===== src/hdl/dense_anchor_box_iou_macros.svh =====
// Assertion helpers shared by the RTL. Empty when SYNTHESIS is defined.
`ifndef DENSE_ANCHOR_BOX_IOU_MACROS_SVH
`define DENSE_ANCHOR_BOX_IOU_MACROS_SVH

`ifndef SYNTHESIS
`define DABI_ASSERT(lbl, clk_s, rst_s, prop) \
  lbl: assert property (@(posedge clk_s) disable iff (rst_s) prop) \
    else $error("assertion failed");
`define DABI_NEVER(lbl, clk_s, rst_s, expr) \
  lbl: assert property (@(posedge clk_s) disable iff (rst_s) !(expr)) \
    else $error("forbidden condition seen");
`else
`define DABI_ASSERT(lbl, clk_s, rst_s, prop)
`define DABI_NEVER(lbl, clk_s, rst_s, expr)
`endif

`endif


===== src/hdl/dabi_pkg.sv =====
package dabi_pkg;

  localparam int COORD_W  = 16;
  localparam int GRID_W   = 10;
  localparam int STRIDE_W = 15;
  localparam int RATIO_W  = 17;
  localparam int OFS_W    = COORD_W + 1;          // edge offset plus grid origin
  localparam int PROD_W   = GRID_W + STRIDE_W;    // index times stride
  localparam int EDGE_W   = PROD_W + 3;           // placed template edge
  localparam int DIFF_W   = EDGE_W + 1;           // intersection side before clamp
  localparam int EXT_W    = COORD_W + 2;          // box side incl. one pixel
  localparam int SIDE_W   = 17;                   // positive intersection side
  localparam int AREA_W   = 2 * EXT_W;
  localparam int INTER_W  = 2 * SIDE_W;
  localparam int UNI_W    = AREA_W + 2;
  localparam int DIV_W    = 36;                   // positive union / remainder
  localparam int QUO_W    = 16;

  localparam int Q_DEPTH  = 4;
  localparam int Q_PTR_W  = 2;
  localparam int Q_CNT_W  = 3;

  localparam logic [RATIO_W-1:0]  SAT_RATIO    = 17'h10000;
  localparam logic [STRIDE_W-1:0] STRIDE_RESET = 15'd128;

  typedef enum logic [1:0] {
    REG_OFFSET_X = 2'd0,
    REG_OFFSET_Y = 2'd1,
    REG_STRIDE_X = 2'd2,
    REG_STRIDE_Y = 2'd3
  } reg_idx_t;

  typedef struct packed {
    logic signed [COORD_W-1:0] offset_x;
    logic signed [COORD_W-1:0] offset_y;
    logic [STRIDE_W-1:0]       stride_x;
    logic [STRIDE_W-1:0]       stride_y;
  } grid_cfg_t;

  typedef struct packed {
    logic                     empty;
    logic [SIDE_W-1:0]        iw;
    logic [SIDE_W-1:0]        ih;
    logic signed [AREA_W-1:0] tmpl_area;
    logic signed [AREA_W-1:0] truth_area;
  } work_t;

  typedef struct packed {
    logic full;
    logic empty;
  } q_status_t;

endpackage


===== src/hdl/dabi_queue.sv =====
`include "dense_anchor_box_iou_macros.svh"

module dabi_queue (
  input  logic                clk,
  input  logic                rst,
  input  logic                push_valid,
  input  dabi_pkg::work_t     push_data,
  input  logic                pop_en,
  output dabi_pkg::work_t     head,
  output dabi_pkg::q_status_t status
);

  localparam int QP = dabi_pkg::Q_PTR_W;
  localparam int QC = dabi_pkg::Q_CNT_W;

  dabi_pkg::work_t mem [dabi_pkg::Q_DEPTH];
  logic [QP-1:0]   wr_ptr, rd_ptr;
  logic [QC-1:0]   count, count_next;
  logic            push, pop;

  assign status.full  = (count == QC'(dabi_pkg::Q_DEPTH));
  assign status.empty = (count == '0);
  assign push         = push_valid && !status.full;
  assign pop          = pop_en && !status.empty;
  assign head         = mem[rd_ptr];

  always_comb begin
    count_next = count;
    unique case ({push, pop})
      2'b10:   count_next = count + 1'b1;
      2'b01:   count_next = count - 1'b1;
      default: count_next = count;
    endcase
  end

  always_ff @(posedge clk) begin
    if (rst) begin
      wr_ptr <= '0;
      rd_ptr <= '0;
      count  <= '0;
    end else begin
      count <= count_next;
      if (push) begin
        wr_ptr <= wr_ptr + 1'b1;
      end
      if (pop) begin
        rd_ptr <= rd_ptr + 1'b1;
      end
    end
  end

  always_ff @(posedge clk) begin
    if (push) begin
      mem[wr_ptr] <= push_data;
    end
  end

  `DABI_ASSERT(a_q_count_bound, clk, rst, count <= QC'(dabi_pkg::Q_DEPTH))
  `DABI_ASSERT(a_q_push_only, clk, rst, (push && !pop) |=> (count == $past(count) + 1'b1))
  `DABI_NEVER(a_q_full_and_empty, clk, rst, status.full && status.empty)

endmodule


===== config.mk =====
export PLATFORM = sky130hd
export DESIGN_NAME = dabi_queue
export DESIGN_NICKNAME = d
export VERILOG_FILES = /design/src/hdl/dabi_pkg.sv /design/src/hdl/dabi_queue.sv
export VERILOG_INCLUDE_DIRS = /design/src /design/src/hdl
export SDC_FILE = /design/constraint.sdc
export NUM_CORES = 1
export LEC_CHECK = 0
export BUFFER_PORTS_ARGS = -buffer_cell sky130_fd_sc_hd__clkbuf_2
export CORE_MARGIN = 1
export CORE_UTILIZATION = 51
export CTS_BUF_LIST = sky130_fd_sc_hd__clkbuf_16
export CTS_CLUSTER_DIAMETER = 60
export DETAILED_ROUTE_END_ITERATION = 8
export HOLD_SLACK_MARGIN = 0.1
export PLACE_DENSITY = 0.72
export SLEW_MARGIN = 20
export SYNTH_ARGS = -nofsm -noshare
export SYNTH_HDL_FRONTEND = slang
export SYNTH_SLANG_ARGS = --single-unit

===== constraint.sdc =====
create_clock -name clk -period 5.62 [get_ports clk]
set_clock_uncertainty 0.2 [all_clocks]
set_input_delay 0.281 -clock clk [delete_from_list [all_inputs] [get_ports clk]]
set_output_delay 0.281 -clock clk [all_outputs]
set_load 0.03 [all_outputs]

==> results.cfg <==
[outcome]
outcome = completed

[drt]
wire_per_inst_um = 21.78
route.detailed.drc = 0
firstDrtPassIters = 5
via_per_inst = 5.409
totalWireLength_um = 30550
ant_nets = 0
num_vias = 7589
drt_iter0_drc = 587

[floorplan]
initial_utilization = 0.5195
die-area_um2 = 31870
num_rows = 64
core_um2 = 30590
fp.dieW_um = 178.5
die_h_um = 178.5
num_io_pins = 220

[global_routing]
grt_pass1_wl_um = 45530
antenna_found_initial = 5
track_usage = 0.1939
grt_pass1_vias = 7870
gr-total-overflow = 0
grt_max_degree = 73

[yosys]
yosys_warnings = 0
syn_inst = 613
ys_ff_latch = 437
synth_area_um2 = 15890
syn_nets = 730
ys_seq_area_frac = 0.8202
avgSynthCellArea_um2 = 25.92
synthDistinctLibCells = 23

[setup_path]
path_cells = buf_12 -> mux4_2 -> clkbuf_2
r2r_end = mem[0][82]
rrSetupSlack_ps = 2820
critical_path.top_delay_family = flip-flops
cp-start-kind = flop
cp.required_ps = 5140
timing_worst_setup_path_type = reg -> out
reg2regPathDepth = 4
cp_max_fo = 66
critPathMaxStageDelay_ps = 910
worst_path_max_delay_cell = dfxtp_4
endpoint_kind = output pin
path_depth = 3
critPathCapture = head[104]
arrival_ps = 2880
r2r_start = count[0]
cp.buffers_inverters = 2

[sta]
worst_slew_pin_slew_ps = 1062
setup_slack_ps = 2262
fmax_mhz = 297.8
rsz0062_at_grt = no
fin_crit_ps = 3358
holdWs_ps = 282.8
period_share = 0.5976
setup_viol = 0
hold_viol = 0
relSlewSlack = 0.2923
slew_viol_final = 0
finalSetupTns_ps = 0

[pwr]
p_sw_uw = 2759
power_frac_seq = 0.445
peakVddDrop_uv = 345.8
clock_power_share = 0.296
switching_share = 0.3014
internal_power_uw = 6396
p_leak_uw = 0.006826
combPwrFrac = 0.259
power_per_cell_area_nw_per_um2 = 460.3

[placed_design]
post-place-ws_ps = 2741
dp_hpwl_um = 18370
portBuffers = 219
place_congestion = 0.7285

[cts]
numCtsBuffers = 44
cts-root-buf = clkbuf_16
path_clk_slew_ps = 60
cts_buffer_depth = 3
cts.sinks = 437
h-tree-depth = 2
tritoncts = built
insertion_delay_ps = 520
cts-resized-gates = 0
post_cts_buffers = 0

[final_layout]
area_growth_syn_to_layout_pct = 25.17
nets = 1091
drive_above_1_share = 0.3998

[hold_path]
hp-class = reg -> reg

[flow_run]
maxCapViolCount = 0
repair_timing:
action	CTS	global route
setup endpoints to repair	0	0
hold buffers	111	0
hold endpoints to repair	437	0
metal layers:
layer / GRT usage / up-vias / part of all wire
li1: - / 3357 / -
met1: 0.2803 / 3915 / 0.43
met2: 0.3007 / 264 / 0.48
met3: 0.04540 / 51 / 0.070
met4: 0.04979 / 2 / 0.018
met5: 0 / - / 0.00026
cell usage after synthesis (all sizes together):
master    n  area share
nor3      1     0.00031
edfxtp  428        0.81
and2      4      0.0016
nor3b     1     0.00047
a21oi     4      0.0013
nand2b    2     0.00079
clkbuf    7      0.0017
o21ai     3     0.00094
o31ai     1     0.00047
nor2      6      0.0014
mux4    107        0.15
nand2     1     0.00024
or3       3      0.0012
fa        1      0.0013
inv       8      0.0019
mux2i     1     0.00063
dfxtp     9       0.011
ha        5      0.0039
buf      18      0.0085
xor2      3      0.0017
final cells by class:
type	count	area [um2]
antenna	4	10.01
clock buffer	45	1126
clock inverter	30	216.5
fill	2063	10700
inverter	8	30.03
multi-input combinational	143	2676
sequential	437	13040
tap	396	495.5
timing repair buffer	340	2295
how the worst min path moves through the flow:
stage | from | endpoint | slack [ps] | cells after the start
finish | rd_ptr[1] | flop | 280 | 2
global route | push_data[15] | mem[3][15] | 300 | 2
CTS | rd_ptr[1] | flop | 290 | 2
detailed placement | rd_ptr[1] | flop | 280 | 2
global placement | rd_ptr[1] | flop | 260 | 2
floorplan | push_data[0] | mem[0][0] | 180 | 0
through the flow:
stage | total power (uW) | cell area, um2 | util | std cells
2_1_floorplan | 5861 | 15890 | - | 613
3_3_place_gp | 6473 | 17430 | 0.5697 | 1213
3_5_place_dp | 6491 | 17430 | 0.5697 | 1213
4_1_cts | 9264 | 19880 | 0.6499 | 1399
5_1_grt | 9522 | 19890 | 0.6501 | 1402
6_report | 9156 | 19890 | 0.6502 | 1403
placed cells by master (no fill, tap or decap), drive strengths merged, types with 2 or more instances in the layout:
cell	count
a21oi	4
and2	4
buf	10
bufinv	3
clkbuf	264
clkinv	13
clkinvlp	3
dfxtp	9
diode	4
dlygate4sd3	111
edfxtp	428
ha	5
inv	19
mux4	107
nand2b	2
nor2	6
o21ai	3
or3	3
xor2	3
power by group through the flow:
stage	logic, uW	registers (uW)	clock network (uW)
after floorplan	1830	4030	0
after global placement	2330	4140	0
final	2370	4080	2710
after detailed placement	2340	4150	0
after CTS	2410	4090	2760
after global routing	2520	4120	2890
registers in the layout, summed over array words and instances (netlist names), named ones only:
| name | count |
|---|---|
| wr_ptr | 2 |
| mem | 428 |
| count | 3 |
| rd_ptr | 2 |
worst reg2reg max path, cell delays in order (launching register included):
cell and delay [ps]:
dfxtp_1 410, nor3b_1 110, nor2_1 360, and2_4 660, buf_4 670
cell families (layout without fill, tap and decap cells):
kind of cell | count (synthesis) | count (layout) | synth area share
flip-flops | 437 | 437 | 0.8202
multiplexers | 108 | 108 | 0.1523
buffers and inverters | 33 | 423 | 0.01205
AND/OR/NAND/NOR | 18 | 18 | 0.005984
AO/OA/AOI/OAI | 8 | 8 | 0.002677
adder cells (fa/ha/maj) | 6 | 6 | 0.005197
XOR/XNOR | 3 | 3 | 0.001654
other | 0 | 4 | 0
No activity file was read; power rests on OpenSTA's default activity.
