File: src/hdl/dense_anchor_box_iou_macros.svh
// Assertion helpers shared by the RTL. Empty when SYNTHESIS is defined.
`ifndef DENSE_ANCHOR_BOX_IOU_MACROS_SVH
`define DENSE_ANCHOR_BOX_IOU_MACROS_SVH

`ifndef SYNTHESIS
`define DABI_ASSERT(lbl, clk_s, rst_s, prop) \
  lbl: assert property (@(posedge clk_s) disable iff (rst_s) prop) \
    else $error("assertion failed");
`define DABI_NEVER(lbl, clk_s, rst_s, expr) \
  lbl: assert property (@(posedge clk_s) disable iff (rst_s) !(expr)) \
    else $error("forbidden condition seen");
`else
`define DABI_ASSERT(lbl, clk_s, rst_s, prop)
`define DABI_NEVER(lbl, clk_s, rst_s, expr)
`endif

`endif

File: src/hdl/dabi_pkg.sv
package dabi_pkg;

  localparam int COORD_W  = 16;
  localparam int GRID_W   = 10;
  localparam int STRIDE_W = 15;
  localparam int RATIO_W  = 17;
  localparam int OFS_W    = COORD_W + 1;          // edge offset plus grid origin
  localparam int PROD_W   = GRID_W + STRIDE_W;    // index times stride
  localparam int EDGE_W   = PROD_W + 3;           // placed template edge
  localparam int DIFF_W   = EDGE_W + 1;           // intersection side before clamp
  localparam int EXT_W    = COORD_W + 2;          // box side incl. one pixel
  localparam int SIDE_W   = 17;                   // positive intersection side
  localparam int AREA_W   = 2 * EXT_W;
  localparam int INTER_W  = 2 * SIDE_W;
  localparam int UNI_W    = AREA_W + 2;
  localparam int DIV_W    = 36;                   // positive union / remainder
  localparam int QUO_W    = 16;

  localparam int Q_DEPTH  = 4;
  localparam int Q_PTR_W  = 2;
  localparam int Q_CNT_W  = 3;

  localparam logic [RATIO_W-1:0]  SAT_RATIO    = 17'h10000;
  localparam logic [STRIDE_W-1:0] STRIDE_RESET = 15'd128;

  typedef enum logic [1:0] {
    REG_OFFSET_X = 2'd0,
    REG_OFFSET_Y = 2'd1,
    REG_STRIDE_X = 2'd2,
    REG_STRIDE_Y = 2'd3
  } reg_idx_t;

  typedef struct packed {
    logic signed [COORD_W-1:0] offset_x;
    logic signed [COORD_W-1:0] offset_y;
    logic [STRIDE_W-1:0]       stride_x;
    logic [STRIDE_W-1:0]       stride_y;
  } grid_cfg_t;

  typedef struct packed {
    logic                     empty;
    logic [SIDE_W-1:0]        iw;
    logic [SIDE_W-1:0]        ih;
    logic signed [AREA_W-1:0] tmpl_area;
    logic signed [AREA_W-1:0] truth_area;
  } work_t;

  typedef struct packed {
    logic full;
    logic empty;
  } q_status_t;

endpackage

File: src/hdl/dabi_back.sv
`include "dense_anchor_box_iou_macros.svh"

module dabi_back (
  input  logic                                clk,
  input  logic                                rst,
  input  dabi_pkg::work_t                     head,
  input  dabi_pkg::q_status_t                 q_status,
  output logic                                pop,
  output logic                                out_valid,
  input  logic                                out_stall,
  output logic [dabi_pkg::RATIO_W-1:0]        overlap_ratio
);

  localparam int AW = dabi_pkg::AREA_W;
  localparam int IW = dabi_pkg::INTER_W;
  localparam int UW = dabi_pkg::UNI_W;
  localparam int DV = dabi_pkg::DIV_W;
  localparam int NS = dabi_pkg::QUO_W;
  localparam int RW = dabi_pkg::RATIO_W;

  logic eb;

  // intersection area
  logic                 b1_valid, b1_empty;
  logic [IW-1:0]        b1_inter;
  logic signed [AW-1:0] b1_ta, b1_ga;

  // union
  logic                 b2_valid, b2_zero;
  logic [IW-1:0]        b2_inter;
  logic [DV-1:0]        b2_uni;
  logic signed [UW-1:0] uni;

  // restoring divider, one quotient bit per stage; stage 0 holds the setup
  logic          d_valid [NS+1];
  logic [DV-1:0] d_rem   [NS+1];
  logic [DV-1:0] d_uni   [NS+1];
  logic [NS-1:0] d_quo   [NS+1];
  logic          d_sat   [NS+1];
  logic          d_zero  [NS+1];

  logic [DV:0]   r2      [NS+1];
  logic          ge      [NS+1];

  assign eb  = !out_valid || !out_stall;
  assign pop = eb && !q_status.empty;

  assign uni = UW'(b1_ta) + UW'(b1_ga) - UW'(b1_inter);

  always_comb begin
    r2[0] = '0;
    ge[0] = 1'b0;
    for (int k = 1; k <= NS; k++) begin
      r2[k] = {d_rem[k-1], 1'b0};
      ge[k] = (r2[k] >= {1'b0, d_uni[k-1]});
    end
  end

  always_ff @(posedge clk) begin
    if (rst) begin
      b1_valid  <= 1'b0;
      b2_valid  <= 1'b0;
      out_valid <= 1'b0;
      for (int k = 0; k <= NS; k++) begin
        d_valid[k] <= 1'b0;
      end
    end else if (eb) begin
      b1_valid   <= !q_status.empty;
      b2_valid   <= b1_valid;
      d_valid[0] <= b2_valid;
      for (int k = 1; k <= NS; k++) begin
        d_valid[k] <= d_valid[k-1];
      end
      out_valid <= d_valid[NS];
    end
  end

  always_ff @(posedge clk) begin
    if (eb) begin
      b1_empty <= head.empty;
      b1_inter <= head.iw * head.ih;
      b1_ta    <= head.tmpl_area;
      b1_ga    <= head.truth_area;

      b2_inter <= b1_inter;
      b2_uni   <= uni[DV-1:0];
      b2_zero  <= b1_empty || uni[UW-1] || (uni == '0);

      // ratio at or above one saturates; otherwise inter < uni
      d_rem[0]  <= DV'(b2_inter);
      d_uni[0]  <= b2_uni;
      d_quo[0]  <= '0;
      d_sat[0]  <= (DV'(b2_inter) >= b2_uni);
      d_zero[0] <= b2_zero;
      for (int k = 1; k <= NS; k++) begin
        d_rem[k]  <= ge[k] ? DV'(r2[k] - {1'b0, d_uni[k-1]}) : r2[k][DV-1:0];
        d_uni[k]  <= d_uni[k-1];
        d_quo[k]  <= {d_quo[k-1][NS-2:0], ge[k]};
        d_sat[k]  <= d_sat[k-1];
        d_zero[k] <= d_zero[k-1];
      end

      priority if (d_zero[NS]) begin
        overlap_ratio <= '0;
      end else if (d_sat[NS]) begin
        overlap_ratio <= dabi_pkg::SAT_RATIO;
      end else begin
        overlap_ratio <= RW'(d_quo[NS]);
      end
    end
  end

  `DABI_ASSERT(a_ratio_bound, clk, rst, out_valid |-> (overlap_ratio <= dabi_pkg::SAT_RATIO))
  `DABI_ASSERT(a_rem_below_uni, clk, rst, (d_valid[NS] && !d_zero[NS] && !d_sat[NS]) |-> (d_rem[NS] < d_uni[NS]))

endmodule

File: config.mk
export PLATFORM = sky130hd
export DESIGN_NAME = dabi_back
export DESIGN_NICKNAME = d
export VERILOG_FILES = /design/src/hdl/dabi_pkg.sv /design/src/hdl/dabi_back.sv
export VERILOG_INCLUDE_DIRS = /design/src /design/src/hdl
export SDC_FILE = /design/constraint.sdc
export NUM_CORES = 2
export LEC_CHECK = 0
export BUFFER_PORTS_ARGS = -buffer_cell sky130_fd_sc_hd__buf_2
export CORE_MARGIN = 2
export CORE_UTILIZATION = 60
export CTS_BUF_LIST = sky130_fd_sc_hd__clkbuf_8
export CTS_CLUSTER_SIZE = 14
export DETAILED_ROUTE_END_ITERATION = 7
export GPL_ROUTABILITY_DRIVEN = 1
export PLACE_DENSITY = 0.79
export SYNTH_ARGS = -nofsm -noshare
export SYNTH_HDL_FRONTEND = slang
export SYNTH_SLANG_ARGS = --single-unit
File: constraint.sdc
create_clock -name clk -period 78.6 [get_ports clk]
set_input_delay 15.72 -clock clk [delete_from_list [all_inputs] [get_ports clk]]
set_output_delay 15.72 -clock clk [all_outputs]
set_load 0.005 [all_outputs]
==> qor.yml <==
run_status:
  outcome: "completed"
floorplanning:
  ios: 131
  rows: 146
  die_h_um: 403
  start_util_pct: 60.3
  coreArea_mm2: 0.158
  die_x_um: 403
  fp.dieArea_mm2: 0.162
sta:
  fin_crit_sh_pct: 40.6
  fin_crit_ps: 31900
  fin_skew_ps: 60.5
  tns_ps: 0
  slew_headroom_pct: 15.9
  rsz0062_at_grt: "no"
  tightest_slew_ps: 1250
  slew_viol_final: 0
  finalSetupViolations: 0
  fmax_mhz: 31.3
  finalHoldViolations: 0
clock_network:
  post_cts_buffers: 0
  cts-root-buf: "clkbuf_8"
  clk_latency_ps: 1000
  cts_max_level: 5
  clkSlewWorstSetupHoldPaths_ps: 60
  clockBufferDepth: 4
  post_cts_resized: 0
  cts_tree: "built"
  hold_buffers: 0
  cts_buffers: 281
  clock-sinks: 1535
critical_path:
  arrival_ps: 16180
  cp-end-kind: "primary output"
  crit_required_ps: 62880
  worstSetupPathType: "in -> out"
  crit_path_max_fanout: 6
  reg2reg_depth: 14
  crit_path_start: "out_stall"
  startpoint_type: "input port"
  rr_startpoint: "b1_inter[1]$_DFFE_PN_"
  reg2reg_to: "b2_zero$_DFFE_PN_"
  r2r_slack_ps: 73360
  crit_end: "pop"
detailed_routing:
  num_vias: 64000
  drtPass1Iterations: 6
  drt_wl_total_um: 206000
  drc: 0
  drt_iter0_drc: 3484
  wl_per_cell_um: 18.5
  via_per_inst: 5.76
  antenna_left: 0
run:
  cap_violations: 0
yosys:
  ys_types: 92
  avgSynthCellArea_um2: 11.1
  synth.most_common_cell: "edfxtp_1"
  yosysWarningCount: 0
  synth_top_area_share_pct: 48.3
  synth.cell_area_mm2: 0.0953
  synth-seq-cells: 1535
  yosysSeqAreaShare_pct: 48.3
  synth_edf_count: 1532
  syn_nets: 9723
  synth_top_cells_by_count: "1532 x edfxtp_1, 1167 x inv_1, 756 x ha_1"
  synthArstFlopShare_pct: 0
  synth_top_cell_by_area: "edfxtp_1"
  netlist_instances: 8582
  synth_top_flop_cell: "edfxtp_1"
  synthTopCellsByArea: "edfxtp_1 48%, ha_1 9.9%, fa_1 5.7%, inv_1 4.6%, a21oi_1 3.7%"
cells_and_area:
  final_layout_size_suffix_gt1_share_pct: 8.94
  fin_nets: 10000
  syn_to_final_growth_pct: 8.24
  fillerInstances: 11700
place:
  globalplace.congestion: 0.976
  post-dp-hpwl_um: 157000
  io_buffers: 129
grt:
  grt_pass1_wl_um: 330000
  grt-ovfl-total: 0
  grt_max_degree: 196
  grtUsageTotal_pct: 25.6
  antenna_found_initial: 2
  grt_pass1_vias: 67200
worst_hold_path:
  hold_path.class: "reg -> reg"
## state kept, by name (all words and copies together), names as in the netlist, 17 cells and up
| signal | cells |
|---|---|
| d_quo | 136 |
| b1_inter | 34 |
| overlap_ratio | 17 |
| d_sat | 17 |
| d_zero | 17 |
| b2_uni | 36 |
| d_rem | 574 |
| b1_ga | 36 |
| d_valid | 17 |
| b1_ta | 36 |
| b2_inter | 34 |
| d_uni | 576 |
## worst max-delay path: stages
cell and delay [ps]:
buf_2 140, a21oi_1 180, buf_2 140
## logic make-up after synthesis
logic type                 count (synthesis)  synth area share (%)
AOI/OAI and AO/OA                       1951                  12.8
xor gates and xnor gates                 506                  4.65
adders and majority gates               1029                  15.7
buffers and inverters                   1339                  5.36
DFF                                     1535                  48.3
muxes                                    279                  3.28
and+or+nand+nor                         1943                  9.92
## metrics by stage
| stage | hold WS, ps | setup WS [ps] | cell area [um2] | util, % | std cells |
|---|---|---|---|---|---|
| floorplan | 400 | 26920 | 95300 | - | 8582 |
| global placement | 400 | 46700 | 98300 | 62.2 | 10600 |
| detailed placement | 405 | 46710 | 98300 | 62.2 | 10600 |
| CTS | 372 | 46700 | 103000 | 65.3 | 11100 |
| global route | 392 | 46650 | 103000 | 65.3 | 11100 |
| finish | 383 | 46700 | 103000 | 65.3 | 11100 |
## cell usage in the layout (no fill, tap or decap), drive strengths merged, types with 15 or more instances in the layout
| cell type | instances |
|---|---|
| and2 | 199 |
| xor2 | 193 |
| o2111ai | 16 |
| a41oi | 15 |
| inv | 1242 |
| mux2 | 267 |
| o31a | 22 |
| clkbuf | 289 |
| a21boi | 21 |
| nor3 | 104 |
| o211ai | 32 |
| fa | 273 |
| ha | 756 |
| nand3b | 15 |
| or2 | 20 |
| a21oi | 704 |
| nand2b | 114 |
| o21a | 91 |
| a211oi | 44 |
| nand4 | 88 |
| a21o | 322 |
| nor2 | 521 |
| nor2b | 86 |
| or3 | 29 |
| nand3 | 112 |
| xnor2 | 313 |
| and3 | 55 |
| edfxtp | 1532 |
| o31ai | 34 |
| buf | 165 |
| o21ai | 386 |
| and4 | 16 |
| a31o | 15 |
| nor4 | 23 |
| a31oi | 58 |
| nand2 | 520 |
| o21bai | 67 |
| clkinv | 83 |
## area by class of cell
class	instances	area (um2)	share of cell area, %
Sequential cell	1535	46100	44.7
Multi-Input combinational cell	5708	44300	42.9
Clock buffer	289	3980	3.86
Inverter	1168	4380	4.25
Timing Repair Buffer	165	966	0.936
Antenna cell	7	17.5	0.0170
Tap cell	2072	2590	2.51
Clock inverter	172	902	0.875
## worst min-delay path by stage
stage | startpoint | end | cells past startpoint
2_1_floorplan | d_quo[0][83]$_DFFE_PN_ | d_quo[0][100]$_DFFE_PN_ | 0
3_3_place_gp | d_sat[4]$_DFFE_PN_ | d_sat[5]$_DFFE_PN_ | 0
3_5_place_dp | d_quo[0][116]$_DFFE_PN_ | d_quo[0][133]$_DFFE_PN_ | 0
4_1_cts | d_quo[0][166]$_DFFE_PN_ | d_quo[0][183]$_DFFE_PN_ | 0
5_1_grt | d_quo[0][185]$_DFFE_PN_ | d_quo[0][202]$_DFFE_PN_ | 0
6_report | d_quo[0][166]$_DFFE_PN_ | d_quo[0][183]$_DFFE_PN_ | 0
## routing by layer
metal  vias up  wire length (um)  part of all wire (%)  global-route usage [%]
li1      31100                 -                     -                       -
met1     30500             67500                    33                    22.8
met2      1687            114000                    55                    50.9
met3       782              6930                   3.4                    3.26
met4         0             17300                   8.4                    19.8
met5         -                 0                     0                       0
Power is left out: the tool's default activity adds up to more than one toggle a clock period on the data nets, which glitch-free logic cannot reach.
