`src/hdl/dense_anchor_box_iou_macros.svh`:
```
// Assertion helpers shared by the RTL. Empty when SYNTHESIS is defined.
`ifndef DENSE_ANCHOR_BOX_IOU_MACROS_SVH
`define DENSE_ANCHOR_BOX_IOU_MACROS_SVH

`ifndef SYNTHESIS
`define DABI_ASSERT(lbl, clk_s, rst_s, prop) \
  lbl: assert property (@(posedge clk_s) disable iff (rst_s) prop) \
    else $error("assertion failed");
`define DABI_NEVER(lbl, clk_s, rst_s, expr) \
  lbl: assert property (@(posedge clk_s) disable iff (rst_s) !(expr)) \
    else $error("forbidden condition seen");
`else
`define DABI_ASSERT(lbl, clk_s, rst_s, prop)
`define DABI_NEVER(lbl, clk_s, rst_s, expr)
`endif

`endif

```
`src/hdl/dabi_pkg.sv`:
```
package dabi_pkg;

  localparam int COORD_W  = 16;
  localparam int GRID_W   = 10;
  localparam int STRIDE_W = 15;
  localparam int RATIO_W  = 17;
  localparam int OFS_W    = COORD_W + 1;          // edge offset plus grid origin
  localparam int PROD_W   = GRID_W + STRIDE_W;    // index times stride
  localparam int EDGE_W   = PROD_W + 3;           // placed template edge
  localparam int DIFF_W   = EDGE_W + 1;           // intersection side before clamp
  localparam int EXT_W    = COORD_W + 2;          // box side incl. one pixel
  localparam int SIDE_W   = 17;                   // positive intersection side
  localparam int AREA_W   = 2 * EXT_W;
  localparam int INTER_W  = 2 * SIDE_W;
  localparam int UNI_W    = AREA_W + 2;
  localparam int DIV_W    = 36;                   // positive union / remainder
  localparam int QUO_W    = 16;

  localparam int Q_DEPTH  = 4;
  localparam int Q_PTR_W  = 2;
  localparam int Q_CNT_W  = 3;

  localparam logic [RATIO_W-1:0]  SAT_RATIO    = 17'h10000;
  localparam logic [STRIDE_W-1:0] STRIDE_RESET = 15'd128;

  typedef enum logic [1:0] {
    REG_OFFSET_X = 2'd0,
    REG_OFFSET_Y = 2'd1,
    REG_STRIDE_X = 2'd2,
    REG_STRIDE_Y = 2'd3
  } reg_idx_t;

  typedef struct packed {
    logic signed [COORD_W-1:0] offset_x;
    logic signed [COORD_W-1:0] offset_y;
    logic [STRIDE_W-1:0]       stride_x;
    logic [STRIDE_W-1:0]       stride_y;
  } grid_cfg_t;

  typedef struct packed {
    logic                     empty;
    logic [SIDE_W-1:0]        iw;
    logic [SIDE_W-1:0]        ih;
    logic signed [AREA_W-1:0] tmpl_area;
    logic signed [AREA_W-1:0] truth_area;
  } work_t;

  typedef struct packed {
    logic full;
    logic empty;
  } q_status_t;

endpackage

```
`src/hdl/dabi_front.sv`:
```
module dabi_front #(
  parameter int FRAC_BITS = 4
) (
  input  logic                                clk,
  input  logic                                rst,
  input  dabi_pkg::grid_cfg_t                 cfg,
  input  logic                                in_valid,
  output logic                                in_stall,
  input  logic [dabi_pkg::GRID_W-1:0]         grid_col,
  input  logic [dabi_pkg::GRID_W-1:0]         grid_row,
  input  logic signed [dabi_pkg::COORD_W-1:0] tmpl_left,
  input  logic signed [dabi_pkg::COORD_W-1:0] tmpl_top,
  input  logic signed [dabi_pkg::COORD_W-1:0] tmpl_right,
  input  logic signed [dabi_pkg::COORD_W-1:0] tmpl_bottom,
  input  logic signed [dabi_pkg::COORD_W-1:0] truth_left,
  input  logic signed [dabi_pkg::COORD_W-1:0] truth_top,
  input  logic signed [dabi_pkg::COORD_W-1:0] truth_right,
  input  logic signed [dabi_pkg::COORD_W-1:0] truth_bottom,
  output logic                                push_valid,
  output dabi_pkg::work_t                     push_data,
  input  logic                                push_full
);

  localparam int CW = dabi_pkg::COORD_W;
  localparam int OW = dabi_pkg::OFS_W;
  localparam int PW = dabi_pkg::PROD_W;
  localparam int EW = dabi_pkg::EDGE_W;
  localparam int DW = dabi_pkg::DIFF_W;
  localparam int XW = dabi_pkg::EXT_W;
  localparam int AW = dabi_pkg::AREA_W;
  localparam int SW = dabi_pkg::SIDE_W;

  localparam logic signed [XW-1:0] ONE_X = XW'(1 << FRAC_BITS);
  localparam logic signed [DW-1:0] ONE_D = DW'(1 << FRAC_BITS);

  logic en1, en2, en3;

  // stage 1: grid products, origin-shifted edge offsets, box sides
  logic                 s1_valid;
  logic [PW-1:0]        s1_px, s1_py;
  logic signed [OW-1:0] s1_l, s1_t, s1_r, s1_b;
  logic signed [XW-1:0] s1_tw, s1_th, s1_gw, s1_gh;
  logic signed [CW-1:0] s1_gl, s1_gt, s1_gr, s1_gb;

  // stage 2: placed template edges, box areas
  logic                 s2_valid;
  logic signed [EW-1:0] s2_x1, s2_y1, s2_x2, s2_y2;
  logic signed [AW-1:0] s2_ta, s2_ga;
  logic signed [CW-1:0] s2_gl, s2_gt, s2_gr, s2_gb;

  // stage 3: intersection sides, classified
  logic            s3_valid;
  dabi_pkg::work_t s3_work;

  logic signed [EW-1:0] gx1, gy1, gx2, gy2;
  logic signed [EW-1:0] ix_lo, ix_hi, iy_lo, iy_hi;
  logic signed [DW-1:0] iw, ih;
  logic                 iw_pos, ih_pos;

  assign en3      = !s3_valid || !push_full;
  assign en2      = !s2_valid || en3;
  assign en1      = !s1_valid || en2;
  assign in_stall = !en1;

  assign push_valid = s3_valid;
  assign push_data  = s3_work;

  always_comb begin
    gx1    = EW'(s2_gl);
    gy1    = EW'(s2_gt);
    gx2    = EW'(s2_gr);
    gy2    = EW'(s2_gb);
    ix_lo  = (s2_x1 > gx1) ? s2_x1 : gx1;
    ix_hi  = (s2_x2 < gx2) ? s2_x2 : gx2;
    iy_lo  = (s2_y1 > gy1) ? s2_y1 : gy1;
    iy_hi  = (s2_y2 < gy2) ? s2_y2 : gy2;
    iw     = DW'(ix_hi) - DW'(ix_lo) + ONE_D;
    ih     = DW'(iy_hi) - DW'(iy_lo) + ONE_D;
    iw_pos = !iw[DW-1] && (iw != '0);
    ih_pos = !ih[DW-1] && (ih != '0);
  end

  always_ff @(posedge clk) begin
    if (rst) begin
      s1_valid <= 1'b0;
      s2_valid <= 1'b0;
      s3_valid <= 1'b0;
    end else begin
      if (en1) begin
        s1_valid <= in_valid;
      end
      if (en2) begin
        s2_valid <= s1_valid;
      end
      if (en3) begin
        s3_valid <= s2_valid;
      end
    end
  end

  always_ff @(posedge clk) begin
    if (en1) begin
      s1_px <= PW'(grid_col) * PW'(cfg.stride_x);
      s1_py <= PW'(grid_row) * PW'(cfg.stride_y);
      s1_l  <= OW'(tmpl_left) + OW'(cfg.offset_x);
      s1_r  <= OW'(tmpl_right) + OW'(cfg.offset_x);
      s1_t  <= OW'(tmpl_top) + OW'(cfg.offset_y);
      s1_b  <= OW'(tmpl_bottom) + OW'(cfg.offset_y);
      // grid point cancels in the template side
      s1_tw <= XW'(tmpl_right) - XW'(tmpl_left) + ONE_X;
      s1_th <= XW'(tmpl_bottom) - XW'(tmpl_top) + ONE_X;
      s1_gw <= XW'(truth_right) - XW'(truth_left) + ONE_X;
      s1_gh <= XW'(truth_bottom) - XW'(truth_top) + ONE_X;
      s1_gl <= truth_left;
      s1_gt <= truth_top;
      s1_gr <= truth_right;
      s1_gb <= truth_bottom;
    end
    if (en2) begin
      s2_x1 <= EW'(s1_l) + EW'(s1_px);
      s2_x2 <= EW'(s1_r) + EW'(s1_px);
      s2_y1 <= EW'(s1_t) + EW'(s1_py);
      s2_y2 <= EW'(s1_b) + EW'(s1_py);
      s2_ta <= s1_tw * s1_th;
      s2_ga <= s1_gw * s1_gh;
      s2_gl <= s1_gl;
      s2_gt <= s1_gt;
      s2_gr <= s1_gr;
      s2_gb <= s1_gb;
    end
    if (en3) begin
      s3_work.empty      <= !(iw_pos && ih_pos);
      s3_work.iw         <= iw[SW-1:0];
      s3_work.ih         <= ih[SW-1:0];
      s3_work.tmpl_area  <= s2_ta;
      s3_work.truth_area <= s2_ga;
    end
  end

endmodule

```
`config.mk`:
```
export PLATFORM = sky130hd
export DESIGN_NAME = dabi_front
export DESIGN_NICKNAME = d
export VERILOG_FILES = /design/src/hdl/dense_anchor_box_iou_macros.svh /design/src/hdl/dabi_pkg.sv /design/src/hdl/dabi_front.sv
export SDC_FILE = /design/constraint.sdc
export NUM_CORES = 2
export LEC_CHECK = 0
export BUFFER_PORTS_ARGS = -buffer_cell sky130_fd_sc_hd__buf_2
export CORE_MARGIN = 2
export CORE_UTILIZATION = 60
export DETAILED_ROUTE_END_ITERATION = 7
export PLACE_DENSITY = 0.74
export SKIP_LAST_GASP = 1
export SYNTH_ARGS = -nofsm -noshare
export SYNTH_HDL_FRONTEND = slang
export SYNTH_SLANG_ARGS = --single-unit
```
`constraint.sdc`:
```
create_clock -name clk -period 23.8 [get_ports clk]
set_input_delay 3.57 -clock clk [delete_from_list [all_inputs] [get_ports clk]]
set_output_delay 3.57 -clock clk [all_outputs]
set_load 0.01 [all_outputs]
```
==> results_dict.tcl <==
set metrics [dict create \
    grt_first_pass_wirelength_um 263000 \
    setup_viol 0 \
    crit_arrival_ns 9.39 \
    yosysUniqueCellTypes 72 \
    die_area_um2 118000 \
    timing.setup.tns_ns 0 \
    start_util_pct 60.5 \
    status "complete, no violations" \
    grt_overflow 0 \
    rsz0062_at_grt "no" \
    antenna_left 0 \
    track_usage_pct 28.4 \
    io_pins 323 \
    worst-path-max-fanout 15 \
    post-cts-setup-buffer-count 0 \
    grt_start_max_net_pins 110 \
    cts_tree "built" \
    die_h_um 344 \
    maxCapViolations 0 \
    timing.fmax_mhz 111 \
    cts_resized 0 \
    synth_ff_type "edfxtp_1" \
    crit_start "grid_col[1]" \
    yosysTopAreaCell "edfxtp_1" \
    vias 48337 \
    cts.htree.levels 3 \
    hold_buffers 0 \
    wire_per_inst_um 19.4 \
    syn_nets 8609 \
    nNetsFinal 8852 \
    yosysSeqAreaShare_pct 26.3 \
    finalMaxSlewViolations 0 \
    antenna_found_initial 33 \
    multi_input_area_um2 45900 \
    clock_skew_ns 0.0333 \
    worstSetupEndpointType "flop" \
    drive_gt1_share_pct 7.63 \
    wl_um 165000 \
    port_buffers 322 \
    dp_hpwl_um 134000 \
    gp_congestion 0.915 \
    async_flop_share_pct 0 \
    core_um2 115000 \
    period_minus_slack_ns 9.00 \
    clkTransAtPathRegs_ns 0.06 \
    syn2layout_area_growth_pct 7.90 \
    r2r_start "s2_gb[1]" \
    synth_top_cells_by_area "edfxtp_1, fa_1, ha_1" \
    cp_data_required_time_ns 24.19 \
    synth_edf_count 605 \
    maxSlewHeadroom_pct 30.2 \
    hold_viol 0 \
    syn-cell-area_um2 69300 \
    path_class "in -> reg" \
    die_w_um 344 \
    worst-slew-pin-transition_ns 1.05 \
    syn_area_per_cell_um2 10.3 \
    synth_top_area_share_pct 26.2 \
    drc_errors 0 \
    rows 124 \
    yosys_warnings 0 \
    period_share_pct 37.8 \
    cts-root-buf "clkbuf_16" \
    drtPass1Iterations 6 \
    hp-start "s2_ta[4]" \
    seq_area_um2 18200 \
    max-clock-path-buffers 3 \
    ys_seq_elements 608 \
    start_kind "input port" \
    min_path_type "reg -> reg" \
    cts_buffers 70 \
    numClockSinks 608 \
    grt_pass1_vias 49715 \
    vias_per_cell 5.67 \
    drt-initial-drc-count 3248 \
    synthCells 6703 \
    fillers 9119 \
    insertion_delay_ns 0.66 \
]
layout by cell type (no fill, tap or decap), types with 48 or more instances in the layout:
cell type / synthesis / routed
nor2b_1: 53 / 53
nand2_1: 652 / 650
edfxtp_1: 605 / 605
nor3_1: 78 / 78
mux2_2: 48 / 48
o21ai_0: 146 / 146
xor2_1: 60 / 60
and2_1: 412 / 412
inv_1: 1192 / 1191
nand2b_1: 71 / 71
a21o_1: 121 / 121
mux2i_1: 68 / 68
nand3_1: 76 / 76
ha_1: 816 / 816
fa_1: 876 / 876
a21oi_1: 258 / 258
xnor2_1: 263 / 263
nor2_1: 242 / 242
o21a_1: 59 / 59
buf_2: 1 / 322
clkbuf_16: 0 / 70
routing by layer:
layer / up-vias / track usage, % / part of all wire [%]
met3: 307 / 6.29 / 8.8
met2: 1638 / 44.6 / 45
met5: - / 0 / 0.16
met4: 42 / 8.26 / 3.0
met1: 23880 / 39.9 / 43
li1: 22470 / - / -
registers in the layout, summed over array words and instances (netlist names), 17 cells and up:
signal     cells
s2_y2         27
s1_r          17
s2_ga         36
s1_gh         18
s2_y1         27
s1_th         18
s1_gw         18
s1_py         25
s2_x2         27
s2_x1         27
s1_t          17
s1_px         25
push_data    107
s1_tw         18
s1_l          17
s1_b          17
s2_ta         36
worst paths after layout:
path	end	cells after the start	slack [ns]
max	s1_px[24]	20	14.80
min reg2reg	push_data[40]	0	0.40
min	push_data[40]	0	0.40
max reg2reg	push_data[106]	27	16.22
worst max-delay path, cell delays in order:
cell and delay, ns:
buf_2 0.28, nand2_1 0.13, fa_1 0.54, inv_1 0.05, fa_1 0.52, inv_1 0.07, fa_1 0.54, inv_1 0.05
fa_1 0.49, fa_1 0.41, ha_1 0.32, or2_2 0.32, a21oi_1 0.15, a31oi_1 0.10, a41o_1 0.31, o41ai_1 0.39
nor2_1 0.10, a2111oi_0 0.71, a21oi_1 0.17, xnor2_1 0.17
synth_stat cells (60+ instances only):
cell type,number
a21o_1,121
a21oi_1,258
and2_1,412
clkbuf_1,164
edfxtp_1,605
fa_1,876
ha_1,816
inv_1,1192
mux2i_1,68
nand2_1,652
nand2b_1,71
nand3_1,76
nor2_1,242
nor3_1,78
o21ai_0,146
xnor2_1,263
xor2_1,60
through the flow:
step           hold slack [ns]  setup slack, ns  cell area (um2)  cells  utilization, %
2_1_floorplan            0.400            10.44            69300   6703               -
3_3_place_gp             0.400            14.31            72300   8386            63.2
3_5_place_dp             0.405            14.15            72300   8386            63.2
4_1_cts                  0.395            14.85            74800   8515            65.3
5_1_grt                  0.418            14.45            74800   8517            65.3
6_report                 0.401            14.80            74800   8522            65.3
cell type report:
cell class,count,share of cell area (%)
Multi-Input combinational cell,4729,61.4
Clock buffer,78,2.38
Clock inverter,51,0.857
Inverter,1192,5.99
Timing Repair Buffer,345,2.39
Antenna cell,7,0.0234
Tap cell,1512,2.53
Sequential cell,608,24.4
cell families after synthesis:
logic type	share of synthesized area, %
buffers and inverters	7.41
muxes	1.78
DFF	26.3
AOI/OAI and AO/OA	8.36
xor gates and xnor gates	4.08
adders and majority gates	40.0
and+or+nand+nor	12.0
Power is not shown: default switching activity piles up to over one toggle a cycle in this logic, so the estimate is an artifact.
